**src/rtl/core/rapsf_pkg.sv**
```systemverilog
`timescale 1ns / 1ps
// Shared constants, codes and structs for the range-add prefix-sum tree.
package rapsf_pkg;

    localparam int TREE_SIZE  = 1024;
    localparam int SUM_WIDTH  = 48;
    localparam int ADDR_W     = $clog2(TREE_SIZE);
    localparam int POS_W      = $clog2(TREE_SIZE + 1);
    localparam int IDX_W      = 16;
    localparam int AMT_W      = 16;
    localparam int EXT_W      = IDX_W + 2;
    localparam int WALK_W     = (POS_W + 1 > EXT_W - 1) ? POS_W + 1 : EXT_W - 1;
    localparam int DATA_W     = 32;
    localparam int CFG_ADDR_W = 3;

    localparam logic CMD_ADD       = 1'b0;
    localparam logic CMD_QUERY     = 1'b1;
    localparam logic STATUS_DONE   = 1'b0;
    localparam logic STATUS_REJECT = 1'b1;
    localparam logic REG_BASE      = 1'b0;
    localparam logic REG_POSITIONS = 1'b1;

    typedef struct packed {
        logic                 we;
        logic [ADDR_W-1:0]    addr;
        logic [SUM_WIDTH-1:0] slope_wdata;
        logic [SUM_WIDTH-1:0] offset_wdata;
    } tree_req_t;

    typedef struct packed {
        logic                 load;
        logic [SUM_WIDTH-1:0] sum;
        logic                 status;
    } result_t;

    typedef struct packed {
        logic [SUM_WIDTH-1:0] mul_a;
        logic [EXT_W-1:0]     mul_b;
        logic [SUM_WIDTH-1:0] add_c;
    } alu_req_t;

endpackage

```
**src/rtl/core/rapsf_alu.sv**
```systemverilog
`timescale 1ns / 1ps
// Shared multiply-add unit: low SUM_WIDTH bits of a*b + c, signed operands.
module rapsf_alu (
    input  rapsf_pkg::alu_req_t                 req,
    output logic [rapsf_pkg::SUM_WIDTH-1:0]     result
);
    import rapsf_pkg::*;

    logic signed [SUM_WIDTH+EXT_W-1:0] product;

    assign product = $signed(req.mul_a) * $signed(req.mul_b);
    assign result  = product[SUM_WIDTH-1:0] + req.add_c;

endmodule

```
**config.mk**
```make
export PLATFORM = sky130hd
export DESIGN_NAME = rapsf_alu
export DESIGN_NICKNAME = d
export VERILOG_FILES = /design/src/rtl/core/rapsf_pkg.sv /design/src/rtl/core/rapsf_alu.sv
export SDC_FILE = /design/constraint.sdc
export NUM_CORES = 2
export LEC_CHECK = 0
export ABC_AREA = 1
export BUFFER_PORTS_ARGS = -buffer_cell sky130_fd_sc_hd__buf_2
export CAP_MARGIN = 20
export CORE_ASPECT_RATIO = 0.9
export CORE_MARGIN = 1.5
export CORE_UTILIZATION = 55
export DETAILED_ROUTE_END_ITERATION = 10
export MAX_ROUTING_LAYER = met4
export PLACE_DENSITY = 0.74
export SETUP_SLACK_MARGIN = 0.05
export SLEW_MARGIN = 20
export SYNTH_ARGS = -nofsm -noshare
export SYNTH_HDL_FRONTEND = slang
export SYNTH_SLANG_ARGS = --single-unit
```
**constraint.sdc**
```tcl
create_clock -name vclk -period 15.3
set_clock_uncertainty 0.05 [all_clocks]
set_input_delay 4.59 -clock vclk [all_inputs]
set_output_delay 4.59 -clock vclk [all_outputs]
set_load 0.005 [all_outputs]
```
; ---- Word level (Yosys, flattened, before mapping)
; Cells that the tools add are included.
; Widths: inputs -> output; s select.
[classes]
n_addsub = 1
mul = 1
[op_table]
columns = cell, count
row1 = $add 48x48->48, 1
row2 = $mul 48x18->48, 1
[word_totals]
register_bits = 0
wordCells = 2

; ---- Longest topological paths before layout
[logic_depth]
word_depth = 2
mapped_depth = 32
ltp_nobuf = 30

; ---- Worst setup path after synthesis
; OpenSTA, ideal clock, no wires.
[synth_timing]
path_type = input port to output port
from = input port req[57] in the netlist's numbering
to = output port result[40] in the netlist's numbering
arrival_ns = 9.981
setup_slack_ns = 0.679
stages = 22
path_buffers = 2
path_cell_list = clkbuf_1 -> buf_1 -> nand2_1 -> fa_1 -> inv_1 -> fa_1 -> inv_1 -> fa_1 -> inv_1 -> fa_1 -> fa_1 -> fa_1 -> fa_1 -> ha_1 -> nand2_1 -> nor2_1 -> inv_1 -> nor3_1 -> and3_1 -> nand3_1 -> nand4_1 -> xor2_1
[synth_between]
elab_chain_len = 2
[synth_rtl]
columns = item, line
row1 = "start, declared", rapsf_alu.sv:4  ; input rapsf_pkg::alu_req_t req,
row2 = $mul 48x18->48, rapsf_alu.sv:11  ; assign product = $signed(req.mul_a) * $signed(req.mul_b);
row3 = $add 48x48->48, rapsf_alu.sv:12  ; assign result = product[SUM_WIDTH-1:0] + req.add_c;
row4 = "end, declared", rapsf_alu.sv:5  ; output logic [rapsf_pkg::SUM_WIDTH-1:0] result
; No other way between the ends.

; ---- Worst setup path in the final report
[layout_timing]
from = input port req[65] in the netlist's numbering
to = output port result[47] in the netlist's numbering
; The elaborated chain is that of the path after synthesis.

==> results.py <==
metrics = {
    "worst_hold_path": {
        "hold_class": "in2out",
    },
    "global_routing": {
        "maximum_number_of_pins_on_one_net_before_global_route_repair": 43,
        "grt_first_pass_wirelength_mm": 112.9,
        "gr-total-overflow": 0,
        "grt_most_used_layer": "met2",
        "grt.met1_usage": 0.4028,
        "grtUsageMet3": 0.03542,
        "grt.total_usage": 0.3327,
        "grt_pass1_vias": 22025,
        "global_route.usage.met2": 0.5742,
        "grt_antenna_before_repair": 3,
    },
    "sta": {
        "final_min_period_over_clock_period": 0.9917,
        "timing.final.max_slew_violations": 0,
        "final_setup_violation_count": 0,
        "tightestPinTransition_ps": 504.0,
        "hold_violations": 0,
        "rsz_0062_raised_after_global_routing": "true",
        "maxClockFrequency_mhz": 65.91,
        "finalWorstPathRequiredPeriod_ps": 15170,
        "hold-worst-slack_ps": 9422,
        "max_slew_margin": 0.6640,
    },
    "floorplan": {
        "num_rows": 72,
        "die_boundary_height_um": 201.1,
        "initial_core_utilization": 0.5580,
        "top_level_ports": 162,
        "die_width_um": 223.1,
        "die_area_um2": 44860,
        "placeableCoreArea_um2": 42970,
    },
    "critical_path": {
        "slowest_stage": "sky130_fd_sc_hd__fa_1",
        "critPathLaunchType": "input pin",
        "timing.critical_path.required_ps": 10660,
        "worst_ep_arrival_time_ps": 10530,
        "crit_type": "in2out",
        "timing.critical_path.mode_cell": "sky130_fd_sc_hd__fa_1",
        "worst_setup_path_end_kind": "primary output",
        "crit_fanout": 4,
        "timing.critical_path.slowest_cell_delay_ps": 540,
    },
    "synth": {
        "ys_types": 46,
        "synth_area_leader_cell": "sky130_fd_sc_hd__fa_1",
        "seq_area_frac_synth": 0,
        "ys.warnings.count": 0,
        "ys_top_cells_by_area": "sky130_fd_sc_hd__fa_1 53%, sky130_fd_sc_hd__inv_1 15%, sky130_fd_sc_hd__nand2_1 13%, sky130_fd_sc_hd__ha_1 7.0%, sky130_fd_sc_hd__clkbuf_1 1.6%",
        "post-synth-top-area-fraction": 0.5293,
        "synth.cell_area_um2": 23980,
        "post_synth_inst_count": 3106,
        "synth.net_count": 3988,
        "syn_avg_cell_area_um2": 7.720,
    },
    "finish": {
        "post_layout_nonfiller_instances": 3823,
        "final.fill_count": 3750,
        "clockBufferCount": 0,
        "n_sequential_cell": 0,
        "final_cell_mix": "958 x sky130_fd_sc_hd__inv_1, 845 x sky130_fd_sc_hd__nand2_1, 627 x sky130_fd_sc_hd__fa_1, 137 x sky130_fd_sc_hd__buf_2, 125 x sky130_fd_sc_hd__buf_4",
        "multi_input_area_um2": 20140,
        "seq_area_um2": 0,
        "area_growth_pct": 11.53,
        "nets": 4147,
        "drive_above_1_share": 0.1348,
        "final_common_cell": "sky130_fd_sc_hd__inv_1",
    },
    "run_status": {
        "run_status": "completed",
    },
    "detailed_routing": {
        "drt_drc_violations_left": 0,
        "vias_per_cell": 5.219,
        "dr_total_vias": 19951,
        "routed_wl_mm": 71.55,
        "wl_per_cell_um": 18.72,
        "ant_nets": 0,
        "detailedRoute.firstPassIterationCount": 5,
        "dr.first_iter.drc_count": 1435,
    },
    "placed_design": {
        "dp_cells": 3809,
        "place.port_buffers": 162,
        "dp_hpwl_mm": 59.24,
        "place.gp.congestion": 0.9608,
    },
    "run": {
        "drv_cap": 0,
    },
    "clocking": {
        "postCtsHoldBufs": 0,
    },
}
-- cell usage after synthesis (6+ instances only) --
| cell | number |
|---|---|
| sky130_fd_sc_hd__nor3_1 | 6 |
| sky130_fd_sc_hd__o21ai_0 | 24 |
| sky130_fd_sc_hd__clkbuf_1 | 102 |
| sky130_fd_sc_hd__a31oi_1 | 9 |
| sky130_fd_sc_hd__nor2_2 | 11 |
| sky130_fd_sc_hd__nor2_1 | 96 |
| sky130_fd_sc_hd__ha_1 | 134 |
| sky130_fd_sc_hd__buf_1 | 33 |
| sky130_fd_sc_hd__xnor2_1 | 16 |
| sky130_fd_sc_hd__fa_1 | 634 |
| sky130_fd_sc_hd__xor2_1 | 32 |
| sky130_fd_sc_hd__a21oi_1 | 46 |
| sky130_fd_sc_hd__buf_2 | 14 |
| sky130_fd_sc_hd__nand2_1 | 855 |
| sky130_fd_sc_hd__inv_1 | 960 |
| sky130_fd_sc_hd__nand2_2 | 12 |
| sky130_fd_sc_hd__o21bai_1 | 6 |
| sky130_fd_sc_hd__nand3_1 | 46 |
| sky130_fd_sc_hd__o21ai_2 | 6 |
| sky130_fd_sc_hd__a21o_1 | 7 |
-- critical path: cells and delay by family --
kind,cells,cell delay (ps)
simple gates,6,800
buf+inv,10,1050
fa+ha+maj,8,3550
compound gates,4,530
-- final timing paths --
path	to	depth (start not counted)	start	slack, ps
worst min-delay path	result[0]	3	req[0]	9420
worst max-delay path	result[47]	28	req[65]	130
-- cell type report --
class | count | share of cell area
Timing Repair Buffer | 310 | 0.08552
Multi-Input combinational cell | 1990 | 0.7529
Inverter | 963 | 0.1352
Tap cell | 555 | 0.02596
Antenna cell | 5 | 0.0004678
-- per-stage QoR --
stage	worst slack, ps	area, um2	setup TNS [ps]	util
4_1_cts	-21.80	26170	-21.80	0.6090
6_report	127.2	26740	0	0.6224
3_5_place_dp	-442.6	26140	-842.2	0.6083
3_3_place_gp	-272.4	26140	-272.4	0.6083
5_1_grt	-80.77	26740	-157.2	0.6223
2_1_floorplan	678.6	23980	0	-
-- cells by family after synthesis --
| family | after synthesis | synth area share |
|---|---|---|
| simple gates | 1053 | 0.1759 |
| buf+inv | 1116 | 0.1758 |
| compound gates | 121 | 0.03152 |
| fa+ha+maj | 768 | 0.5992 |
| xor+xnor | 48 | 0.01753 |
-- what timing repair did --
action | in CTS | in global routing
resized for setup | 8 | 115
gates cloned | 0 | 3
setup buffers | 0 | 6
pin swaps | 0 | 16
setup endpoints to repair | 12 | 27
-- routing by layer --
layer	part of all wire	up-vias	wire length [um]
met2	0.50	868	35630
met5	0	-	0
met4	0.051	0	3631
li1	-	8890	-
met3	0.079	219	5681
met1	0.37	9974	26610
Power is not shown: default switching activity piles up to over one toggle a cycle in this logic, so the estimate is an artifact.
