--- src/rtl/core/rapsf_pkg.sv ---
`timescale 1ns / 1ps
// Shared constants, codes and structs for the range-add prefix-sum tree.
package rapsf_pkg;

    localparam int TREE_SIZE  = 1024;
    localparam int SUM_WIDTH  = 48;
    localparam int ADDR_W     = $clog2(TREE_SIZE);
    localparam int POS_W      = $clog2(TREE_SIZE + 1);
    localparam int IDX_W      = 16;
    localparam int AMT_W      = 16;
    localparam int EXT_W      = IDX_W + 2;
    localparam int WALK_W     = (POS_W + 1 > EXT_W - 1) ? POS_W + 1 : EXT_W - 1;
    localparam int DATA_W     = 32;
    localparam int CFG_ADDR_W = 3;

    localparam logic CMD_ADD       = 1'b0;
    localparam logic CMD_QUERY     = 1'b1;
    localparam logic STATUS_DONE   = 1'b0;
    localparam logic STATUS_REJECT = 1'b1;
    localparam logic REG_BASE      = 1'b0;
    localparam logic REG_POSITIONS = 1'b1;

    typedef struct packed {
        logic                 we;
        logic [ADDR_W-1:0]    addr;
        logic [SUM_WIDTH-1:0] slope_wdata;
        logic [SUM_WIDTH-1:0] offset_wdata;
    } tree_req_t;

    typedef struct packed {
        logic                 load;
        logic [SUM_WIDTH-1:0] sum;
        logic                 status;
    } result_t;

    typedef struct packed {
        logic [SUM_WIDTH-1:0] mul_a;
        logic [EXT_W-1:0]     mul_b;
        logic [SUM_WIDTH-1:0] add_c;
    } alu_req_t;

endpackage

--- src/rtl/core/rapsf_seq.sv ---
`timescale 1ns / 1ps
// Sequencer: clears the trees, walks them for adds and queries, drives the shared unit.
module rapsf_seq (
    input  logic                                  clk,
    input  logic                                  rst_n,
    input  logic                                  item_valid,
    output logic                                  item_stall,
    input  logic                                  command,
    input  logic signed [rapsf_pkg::IDX_W-1:0]    low_index,
    input  logic signed [rapsf_pkg::IDX_W-1:0]    high_index,
    input  logic signed [rapsf_pkg::AMT_W-1:0]    amount,
    input  logic signed [rapsf_pkg::IDX_W-1:0]    base_index,
    input  logic [rapsf_pkg::POS_W-1:0]           n_eff,
    input  logic                                  out_free,
    input  logic [rapsf_pkg::SUM_WIDTH-1:0]       slope_rdata,
    input  logic [rapsf_pkg::SUM_WIDTH-1:0]       offset_rdata,
    output rapsf_pkg::tree_req_t                  tree_req,
    output rapsf_pkg::result_t                    result,
    output rapsf_pkg::alu_req_t                   alu_req,
    input  logic [rapsf_pkg::SUM_WIDTH-1:0]       alu_result
);
    import rapsf_pkg::*;

    typedef enum logic [3:0] {
        S_CLEAR,
        S_IDLE,
        S_PREP,
        S_MUL2,
        S_A_RD,
        S_A_WR,
        S_Q_RD,
        S_Q_ACC,
        S_Q_MUL,
        S_FIN
    } state_t;

    state_t                  state_reg, state_next;
    logic                    cmd_reg, cmd_next;
    logic signed [EXT_W-1:0] pl_reg, pl_next;
    logic signed [EXT_W-1:0] ph_reg, ph_next;
    logic [AMT_W-1:0]        amt_reg, amt_next;
    logic [POS_W-1:0]        n_reg, n_next;
    logic [POS_W-1:0]        q_reg, q_next;
    logic [WALK_W-1:0]       pos_reg, pos_next;
    logic                    phase_reg, phase_next;
    logic [SUM_WIDTH-1:0]    ds_reg, ds_next;
    logic [SUM_WIDTH-1:0]    do_reg, do_next;
    logic [SUM_WIDTH-1:0]    doff2_reg, doff2_next;
    logic [SUM_WIDTH-1:0]    acc_s_reg, acc_s_next;
    logic [SUM_WIDTH-1:0]    acc_o_reg, acc_o_next;
    logic [ADDR_W-1:0]       clr_reg, clr_next;
    logic [SUM_WIDTH-1:0]    sum_reg, sum_next;
    logic                    status_reg, status_next;

    logic [WALK_W-1:0]       lowbit;
    logic [WALK_W-1:0]       pos_m1;
    logic                    pos_in_range;
    logic [SUM_WIDTH-1:0]    amt_ext;
    logic signed [EXT_W-1:0] n_ext;
    logic                    pl_pos;
    logic                    ph_pos;

    assign lowbit       = pos_reg & (~pos_reg + WALK_W'(1));
    assign pos_m1       = pos_reg - WALK_W'(1);
    assign pos_in_range = (pos_reg != '0) && (pos_reg <= {{(WALK_W-POS_W){1'b0}}, n_reg});
    assign amt_ext      = {{(SUM_WIDTH-AMT_W){amt_reg[AMT_W-1]}}, amt_reg};
    assign n_ext        = $signed({{(EXT_W-POS_W){1'b0}}, n_reg});
    assign pl_pos       = !pl_reg[EXT_W-1] && (pl_reg != '0);
    assign ph_pos       = !ph_reg[EXT_W-1] && (ph_reg != '0);

    assign item_stall   = (state_reg != S_IDLE);

    always_comb
    begin
        state_next  = state_reg;
        cmd_next    = cmd_reg;
        pl_next     = pl_reg;
        ph_next     = ph_reg;
        amt_next    = amt_reg;
        n_next      = n_reg;
        q_next      = q_reg;
        pos_next    = pos_reg;
        phase_next  = phase_reg;
        ds_next     = ds_reg;
        do_next     = do_reg;
        doff2_next  = doff2_reg;
        acc_s_next  = acc_s_reg;
        acc_o_next  = acc_o_reg;
        clr_next    = clr_reg;
        sum_next    = sum_reg;
        status_next = status_reg;

        tree_req.we           = 1'b0;
        tree_req.addr         = pos_m1[ADDR_W-1:0];
        tree_req.slope_wdata  = slope_rdata + ds_reg;
        tree_req.offset_wdata = offset_rdata + do_reg;

        alu_req.mul_a = amt_ext;
        alu_req.mul_b = ph_reg;
        alu_req.add_c = '0;

        result.load   = 1'b0;
        result.sum    = sum_reg;
        result.status = status_reg;

        unique case (state_reg)
            S_CLEAR:
            begin
                tree_req.we           = 1'b1;
                tree_req.addr         = clr_reg;
                tree_req.slope_wdata  = '0;
                tree_req.offset_wdata = '0;
                clr_next              = clr_reg + ADDR_W'(1);
                if (clr_reg == {ADDR_W{1'b1}})
                begin
                    state_next = S_IDLE;
                end
            end
            S_IDLE:
            begin
                if (item_valid)
                begin
                    cmd_next   = command;
                    pl_next    = $signed({{2{low_index[IDX_W-1]}}, low_index})
                               - $signed({{2{base_index[IDX_W-1]}}, base_index})
                               + EXT_W'(1);
                    ph_next    = $signed({{2{high_index[IDX_W-1]}}, high_index})
                               - $signed({{2{base_index[IDX_W-1]}}, base_index})
                               + EXT_W'(1);
                    amt_next   = amount;
                    n_next     = n_eff;
                    state_next = S_PREP;
                end
            end
            S_PREP:
            begin
                if (cmd_reg == CMD_QUERY)
                begin
                    // clamp the prefix end into [0, n]
                    if (!ph_pos)
                    begin
                        q_next = '0;
                    end
                    else if (ph_reg > n_ext)
                    begin
                        q_next = n_reg;
                    end
                    else
                    begin
                        q_next = ph_reg[POS_W-1:0];
                    end
                    pos_next   = {{(WALK_W-POS_W){1'b0}}, q_next};
                    acc_s_next = '0;
                    acc_o_next = '0;
                    state_next = S_Q_RD;
                end
                else if (!(pl_pos && ph_pos))
                begin
                    sum_next    = '0;
                    status_next = STATUS_REJECT;
                    state_next  = S_FIN;
                end
                else
                begin
                    // offset delta of the low end: amount * (1 - pl)
                    alu_req.mul_b = EXT_W'(1) - pl_reg;
                    do_next       = alu_result;
                    ds_next       = amt_ext;
                    pos_next      = pl_reg[WALK_W-1:0];
                    phase_next    = 1'b0;
                    state_next    = S_MUL2;
                end
            end
            S_MUL2:
            begin
                doff2_next = alu_result;
                state_next = S_A_RD;
            end
            S_A_RD:
            begin
                if (pos_in_range)
                begin
                    state_next = S_A_WR;
                end
                else if (!phase_reg)
                begin
                    phase_next = 1'b1;
                    pos_next   = ph_reg[WALK_W-1:0];
                    ds_next    = '0 - ds_reg;
                    do_next    = doff2_reg;
                end
                else
                begin
                    sum_next    = '0;
                    status_next = STATUS_DONE;
                    state_next  = S_FIN;
                end
            end
            S_A_WR:
            begin
                tree_req.we = 1'b1;
                pos_next    = pos_reg + lowbit;
                state_next  = S_A_RD;
            end
            S_Q_RD:
            begin
                if (pos_reg != '0)
                begin
                    state_next = S_Q_ACC;
                end
                else
                begin
                    state_next = S_Q_MUL;
                end
            end
            S_Q_ACC:
            begin
                acc_s_next = acc_s_reg + slope_rdata;
                acc_o_next = acc_o_reg + offset_rdata;
                pos_next   = pos_reg - lowbit;
                state_next = S_Q_RD;
            end
            S_Q_MUL:
            begin
                alu_req.mul_a = acc_s_reg;
                alu_req.mul_b = {{(EXT_W-POS_W){1'b0}}, q_reg};
                alu_req.add_c = acc_o_reg;
                sum_next      = alu_result;
                status_next   = STATUS_DONE;
                state_next    = S_FIN;
            end
            S_FIN:
            begin
                result.load = out_free;
                if (out_free)
                begin
                    state_next = S_IDLE;
                end
            end
            default:
            begin
                state_next = S_IDLE;
            end
        endcase
    end

    always_ff @(posedge clk or negedge rst_n)
    begin
        if (!rst_n)
        begin
            state_reg  <= S_CLEAR;
            cmd_reg    <= CMD_ADD;
            pl_reg     <= '0;
            ph_reg     <= '0;
            amt_reg    <= '0;
            n_reg      <= '0;
            q_reg      <= '0;
            pos_reg    <= '0;
            phase_reg  <= 1'b0;
            ds_reg     <= '0;
            do_reg     <= '0;
            doff2_reg  <= '0;
            acc_s_reg  <= '0;
            acc_o_reg  <= '0;
            clr_reg    <= '0;
            sum_reg    <= '0;
            status_reg <= STATUS_DONE;
        end
        else
        begin
            state_reg  <= state_next;
            cmd_reg    <= cmd_next;
            pl_reg     <= pl_next;
            ph_reg     <= ph_next;
            amt_reg    <= amt_next;
            n_reg      <= n_next;
            q_reg      <= q_next;
            pos_reg    <= pos_next;
            phase_reg  <= phase_next;
            ds_reg     <= ds_next;
            do_reg     <= do_next;
            doff2_reg  <= doff2_next;
            acc_s_reg  <= acc_s_next;
            acc_o_reg  <= acc_o_next;
            clr_reg    <= clr_next;
            sum_reg    <= sum_next;
            status_reg <= status_next;
        end
    end

endmodule

--- config.mk ---
export PLATFORM = sky130hd
export DESIGN_NAME = rapsf_seq
export DESIGN_NICKNAME = d
export VERILOG_FILES = /design/src/rtl/core/rapsf_pkg.sv /design/src/rtl/core/rapsf_seq.sv
export SDC_FILE = /design/constraint.sdc
export NUM_CORES = 2
export LEC_CHECK = 0
export ABC_AREA = 0
export BUFFER_PORTS_ARGS = -buffer_cell sky130_fd_sc_hd__buf_2
export CORE_MARGIN = 2
export CORE_UTILIZATION = 40
export CTS_CLUSTER_DIAMETER = 50
export DETAILED_ROUTE_END_ITERATION = 12
export SLEW_MARGIN = 20
export SYNTH_ARGS = -nofsm -noshare
export SYNTH_HDL_FRONTEND = slang
export SYNTH_SLANG_ARGS = --single-unit
export TNS_END_PERCENT = 10
--- constraint.sdc ---
create_clock -name clk -period 8.9 [get_ports clk]
set_clock_uncertainty 0.15 [all_clocks]
set_input_delay 0.445 -clock clk [delete_from_list [all_inputs] [get_ports clk]]
set_output_delay 0.445 -clock clk [all_outputs]
set_load 0.02 [all_outputs]
# After elaboration in Yosys (flattened, before gate mapping)

Index checks and enable logic that the tools add are counted.

Bits in registers: 396
Word-level logic and storage cells: 134
Output and inout port bits: 272

Bitwise logic cells: 2
Eq/ne operators: 23
Muxes and demuxes: 51
Reductions and logical operators: 24
$add $sub $neg: 15
Magnitude comparators: 2

Operators with widths:

| operator                | number |
|---|---|
| $mux W48                | 15 |
| $pmux W48 S2            | 4 |
| $add A48 B48 Y48        | 4 |
| $pmux W48 S3            | 1 |
| $mux W106               | 1 |
| $mux W17                | 4 |
| $pmux W17 S4            | 1 |
| $sub A1 B48 Y48 const A | 1 |
| $add A17 B2 Y18 const B | 2 |
| $mux W18                | 2 |
| $pmux W18 S2            | 1 |
| $pmux W4 S9             | 1 |
| $reduce_bool A18 Y1     | 2 |
| $sub A16 B16 Y17        | 2 |
| $mux W4                 | 8 |
| $mux W11                | 2 |
| $ne A2 B2 Y1 const B    | 10 |
| $gt A18 B12 Y1          | 1 |
| $sub A2 B18 Y18 const A | 1 |
| $add A17 B1 Y17 const B | 1 |
| $add A17 B17 Y17        | 1 |
| $and A17 B17 Y17        | 1 |
| $le A17 B11 Y1          | 1 |
| $not A17 Y17            | 1 |
| other kinds (24)        | 49 |

# Longest topological paths before layout

Word-level depth: 6
Mapped depth: 19
Gate-level depth less buffers: 18

# Least setup slack after synthesis

No wires, ideal clock.

Path type: register to register
From: register state_reg[3]
To: register pos_reg[16]
Period minus slack after synthesis: 4.500 ns
Data arrival time: 4.268 ns
Cell stages (with the launch flop): 20
Required time: 8.668 ns
Buffers on the path: 3
Slack: 4.400 ns
Cell sequence: dfrtp_1 > clkbuf_1 > nor2b_1 > clkbuf_1 > nand2_1 > nor2_1 > clkbuf_1 > nor2_1 > xnor2_1 > ha_1 > nor2b_1 > o21ai_0 > a21boi_0 > o41ai_1 > o211ai_1 > o41ai_1 > o21ai_0 > a2111oi_0 > o21ai_0 > a31oi_1

Longest elaborated chain between the ends: 3
Elaborated cells on any way between the ends: 10

Ends and longest elaborated chain:

| what                                                 | RTL line         | text |
|---|---|---|
| from (decl)                                          | rapsf_seq.sv:37  | `state_t state_reg, state_next;` |
| from (signal assigned)                               | rapsf_seq.sv:271 | `state_reg <= state_next;` |
| $eq A4 B2 Y1 / $eq A4 B3 Y1 (equally long branches)  | rapsf_seq.sv:106 | `unique case (state_reg)` |
| $ne A3 B3 Y1 (no line), or another cell as far along | -                |  |
| $reduce_and A4 Y1 (no line)                          | -                |  |
| to (signal assigned)                                 | rapsf_seq.sv:278 | `pos_reg <= pos_next;` |
| to (decl)                                            | rapsf_seq.sv:44  | `logic [WALK_W-1:0] pos_reg, pos_next;` |

Parallel ways exist; a longest one is shown, timed or not.
A chain may end at the register's enable or synchronous reset.

# Worst setup path after layout

From: register state_reg[2]
To: register pos_reg[16]

Same word-level chain as after synthesis.

==> reports/qor.yml <==
critical_path:
  reg2reg_from: "state_reg[2]$_DFFE_PN0P_"
  reg_to_reg_setup_timing_slack_ns: 3.09
  worst_ep_required_time_ns: 9.28
  critical_path.cell_chain: "nor2b_1, nand2_1, nor2_4, nor2_1, xnor2_1, ha_1, nor2b_1, o21ai_0, a21boi_0, o41ai_1, o211ai_1, o41ai_1, o21ai_0, a2111oi_0, o21ai_0, a31oi_1"
  worst-path-max-fanout: 27
  critPathMostFrequentCell: "sky130_fd_sc_hd__o21ai_0"
  reg2reg_depth: 16
  worstSetupStartpointType: "flip-flop"
  crit_type: "flip-flop to flip-flop"
  slowest_delay_ns: 0.79
  timing.critical_path.slowest_stage_cell: "sky130_fd_sc_hd__nor2_4"
  cp.arrival_ns: 6.19
  r2r_end: "pos_reg[16]$_DFFE_PN0P_"
  endpoint_kind: "flip-flop"
synth:
  most_used_standard_cells_in_the_synthesized_netlist: "639 x sky130_fd_sc_hd__nand2_1, 396 x sky130_fd_sc_hd__dfrtp_1, 345 x sky130_fd_sc_hd__nor2_1, 296 x sky130_fd_sc_hd__ha_1, 296 x sky130_fd_sc_hd__o21ai_0"
  synth_seq_area_share_pct: 30.7
  synth.largest_area_cell: "sky130_fd_sc_hd__dfrtp_1"
  postSynthAreaPerCell_um2: 8.03
  synth_top_area_share_pct: 30.7
  async_reset_ff_share_pct: 100
  syn_inst: 4014
  synth_area_um2: 32200
  synth_seq_cells: 396
  synthMostInstantiatedCell: "sky130_fd_sc_hd__nand2_1"
  ys_top_cells_by_area: "sky130_fd_sc_hd__dfrtp_1 31%, sky130_fd_sc_hd__ha_1 11%, sky130_fd_sc_hd__nand2_1 7.4%"
  synthesis.yosys.warnings: 0
  synth_nets: 4540
  synth_flop_cell: "sky130_fd_sc_hd__dfrtp_1"
  number_of_enable_type_register_cells_in_the_synthesized_netlist: 0
  post_synth_num_cell_types: 78
cts:
  cts_setup_buffers: 0
  tritoncts_num_sinks: 396
  post_cts_clock_slew_at_the_launch_and_capture_registers_of_the_worst_setup_and_hold_paths_ns: 0.06
  cts_inserted_buffers: 67
  htree_levels: 3
  clock_tree_buf_depth: 3
  clk_latency_ns: 0.61
  root_buffer: "sky130_fd_sc_hd__clkbuf_16"
  cts_tree: "done"
sta:
  hold_viol_final: 0
  report.final.setup_viol: 0
  upper_clock_frequency_limit_mhz: 172
  hold-worst-slack_ns: 0.0312
  timing.final.crit_period_ns: 5.81
  report.final.slew_viol_count: 0
  worst_slew_pin_slew_ns: 1.12
  unrepaired_setup_endpoints_after_global_routing: "false"
  fin_crit_sh_pct: 65.2
  maxSlewHeadroom_pct: 25.7
  tns_ns: 0
place:
  dp_cells: 5393
  gp_congestion: 0.934
  buffer_ports.inserted: 495
  detailedPlacementHpwl_um: 83000
layout:
  nNetsFinal: 5002
  multi_input_gate_area_in_the_final_layout_um2: 21200
  fillCellCount: 8072
  synthToLayoutAreaGrowth_pct: 20.0
  final_layout_size_suffix_gt1_share_pct: 16.5
  layout.cells.non_filler: 5589
  register_area_um2: 9910
route:
  final_antenna_net_count: 0
  viasPerCell: 5.68
  total_via_count_after_detailed_routing: 31700
  drt_iter0_drc: 2297
  wl_per_cell_um: 20.0
  postRouteWirelength_um: 112000
  detail_route.first_pass.iterations: 6
  drcViolationCount: 0
die:
  fp.dieArea_um2: 82900
  core_um2: 80200
  chipWidth_um: 288
  floorplan.initialDensity_pct: 40.2
  boundaryPins: 496
  rows: 104
  die-height_um: 288
worst_hold_path:
  holdCritStartpoint: "alu_result[7]"
  hold_end: "do_reg[7]$_DFFE_PN0P_"
  hold_path_depth: 3
  hold_class: "input port to flip-flop"
global_routing:
  grt_pass1_wl_um: 171000
  largest_net_degree_at_the_start_of_global_routing: 145
  grt_overflow_total: 0
  number_of_antenna_violations_at_the_first_check_in_global_routing: 5
  first_global_vias: 30000
  globalRouteTotalUtil_pct: 26.1
run:
  maxCapViolCount: 0
power_and_ir_drop:
  vdd_ir_drop_max_v: 0.000229
  cellLeakagePower_uw: 0.0189
  pwr_density_cell_nw_per_um2: 423
outcome:
  outcome: "completed"
[routing by layer]
layer	global-route usage, %	part of all wire (%)
met5	0	0.041
met2	43.2	47
met1	35.2	45
met3	3.11	5.3
met4	8.73	3.0
[critical path: cells and delay by family (launching register included)]
kind / cells / cell delay, ns
AO/OA/AOI/OAI: 9 / 2.63
XOR/XNOR: 1 / 0.17
flip-flops: 1 / 0.58
AND/OR/NAND/NOR: 5 / 1.90
adder cells (fa/ha/maj): 1 / 0.32
[where the power goes]
| group | switching (µW) | internal (µW) |
|---|---|---|
| sequential | 959 | 2660 |
| clock | 1000 | 1690 |
| combinational | 6230 | 3820 |
| total | 8190 | 8180 |
[per-stage QoR]
stage	instance area, µm²	setup slack [ns]	power (µW)	util, %
finish	38700	3.09	16400	48.3
global route	38700	2.66	17700	48.3
CTS	38700	3.18	16400	48.2
detailed placement	35600	3.21	13500	44.4
global placement	35600	3.25	13500	44.4
floorplan	32200	4.40	10500	-
[cell type report]
cell class	count	area share, %
Multi-Input combinational cell	3286	54.8
Sequential cell	396	25.6
Timing Repair Buffer	601	9.00
Clock buffer	80	4.64
Tap cell	1060	3.43
Clock inverter	39	1.31
Inverter	124	1.20
Antenna cell	3	0.0194
[worst max path at each step]
| stage | to | from |
|---|---|---|
| floorplan | pos_reg[16]$_DFFE_PN0P_ | state_reg[3]$_DFFE_PN0P_ |
| global placement | pos_reg[16]$_DFFE_PN0P_ | state_reg[2]$_DFFE_PN0P_ |
| detailed placement | pos_reg[16]$_DFFE_PN0P_ | state_reg[2]$_DFFE_PN0P_ |
| CTS | pos_reg[16]$_DFFE_PN0P_ | state_reg[2]$_DFFE_PN0P_ |
| global route | pos_reg[16]$_DFFE_PN0P_ | state_reg[2]$_DFFE_PN0P_ |
| finish | pos_reg[16]$_DFFE_PN0P_ | state_reg[2]$_DFFE_PN0P_ |
[repair_timing]
| action | 4_1_cts | 5_1_grt |
|---|---|---|
| resized for setup | 0 | 0 |
| hold buffers | 74 | 0 |
| endpoints found under the hold margin | 213 | 0 |
[placed cells by master, fill, tap and decap left out, types with 16 or more instances in the layout]
cell type / netlist / final
sky130_fd_sc_hd__nand2_1: 639 / 637
sky130_fd_sc_hd__buf_2: 2 / 494
sky130_fd_sc_hd__dfrtp_1: 396 / 396
sky130_fd_sc_hd__nor2_1: 345 / 342
sky130_fd_sc_hd__o21ai_0: 296 / 296
sky130_fd_sc_hd__ha_1: 296 / 296
sky130_fd_sc_hd__a21oi_1: 279 / 278
sky130_fd_sc_hd__a21o_1: 141 / 140
sky130_fd_sc_hd__inv_1: 124 / 124
sky130_fd_sc_hd__xnor2_1: 114 / 114
sky130_fd_sc_hd__xor2_1: 110 / 110
sky130_fd_sc_hd__a31oi_1: 104 / 104
sky130_fd_sc_hd__nor3_1: 88 / 86
sky130_fd_sc_hd__nand3_1: 82 / 80
sky130_fd_sc_hd__and3_1: 80 / 78
sky130_fd_sc_hd__dlygate4sd3_1: 0 / 74
sky130_fd_sc_hd__clkbuf_16: 0 / 68
sky130_fd_sc_hd__a22o_1: 56 / 56
sky130_fd_sc_hd__mux2_2: 49 / 49
sky130_fd_sc_hd__o31ai_1: 45 / 45
sky130_fd_sc_hd__nor2b_1: 41 / 40
sky130_fd_sc_hd__nand4_1: 39 / 39
sky130_fd_sc_hd__a211oi_1: 36 / 36
sky130_fd_sc_hd__o21a_1: 35 / 35
sky130_fd_sc_hd__buf_4: 1 / 31
sky130_fd_sc_hd__o21bai_1: 30 / 30
sky130_fd_sc_hd__nand2b_1: 25 / 25
sky130_fd_sc_hd__o22ai_1: 22 / 22
sky130_fd_sc_hd__mux2i_1: 22 / 22
sky130_fd_sc_hd__or3_1: 21 / 21
sky130_fd_sc_hd__and2_1: 21 / 21
sky130_fd_sc_hd__o211ai_1: 20 / 20
sky130_fd_sc_hd__o22a_1: 20 / 20
sky130_fd_sc_hd__or2_2: 18 / 18
sky130_fd_sc_hd__nor4_1: 17 / 16
[cell families after synthesis]
group	after synthesis	share of synthesized area, %
buffers and inverters	332	3.89
multiplexers	71	2.40
adder cells (fa/ha/maj)	302	11.9
AND/OR/NAND/NOR	1472	20.7
AO/OA/AOI/OAI	1217	24.3
flip-flops	396	30.7
XOR/XNOR	224	6.09
Power figures use the tool's default switching activity.
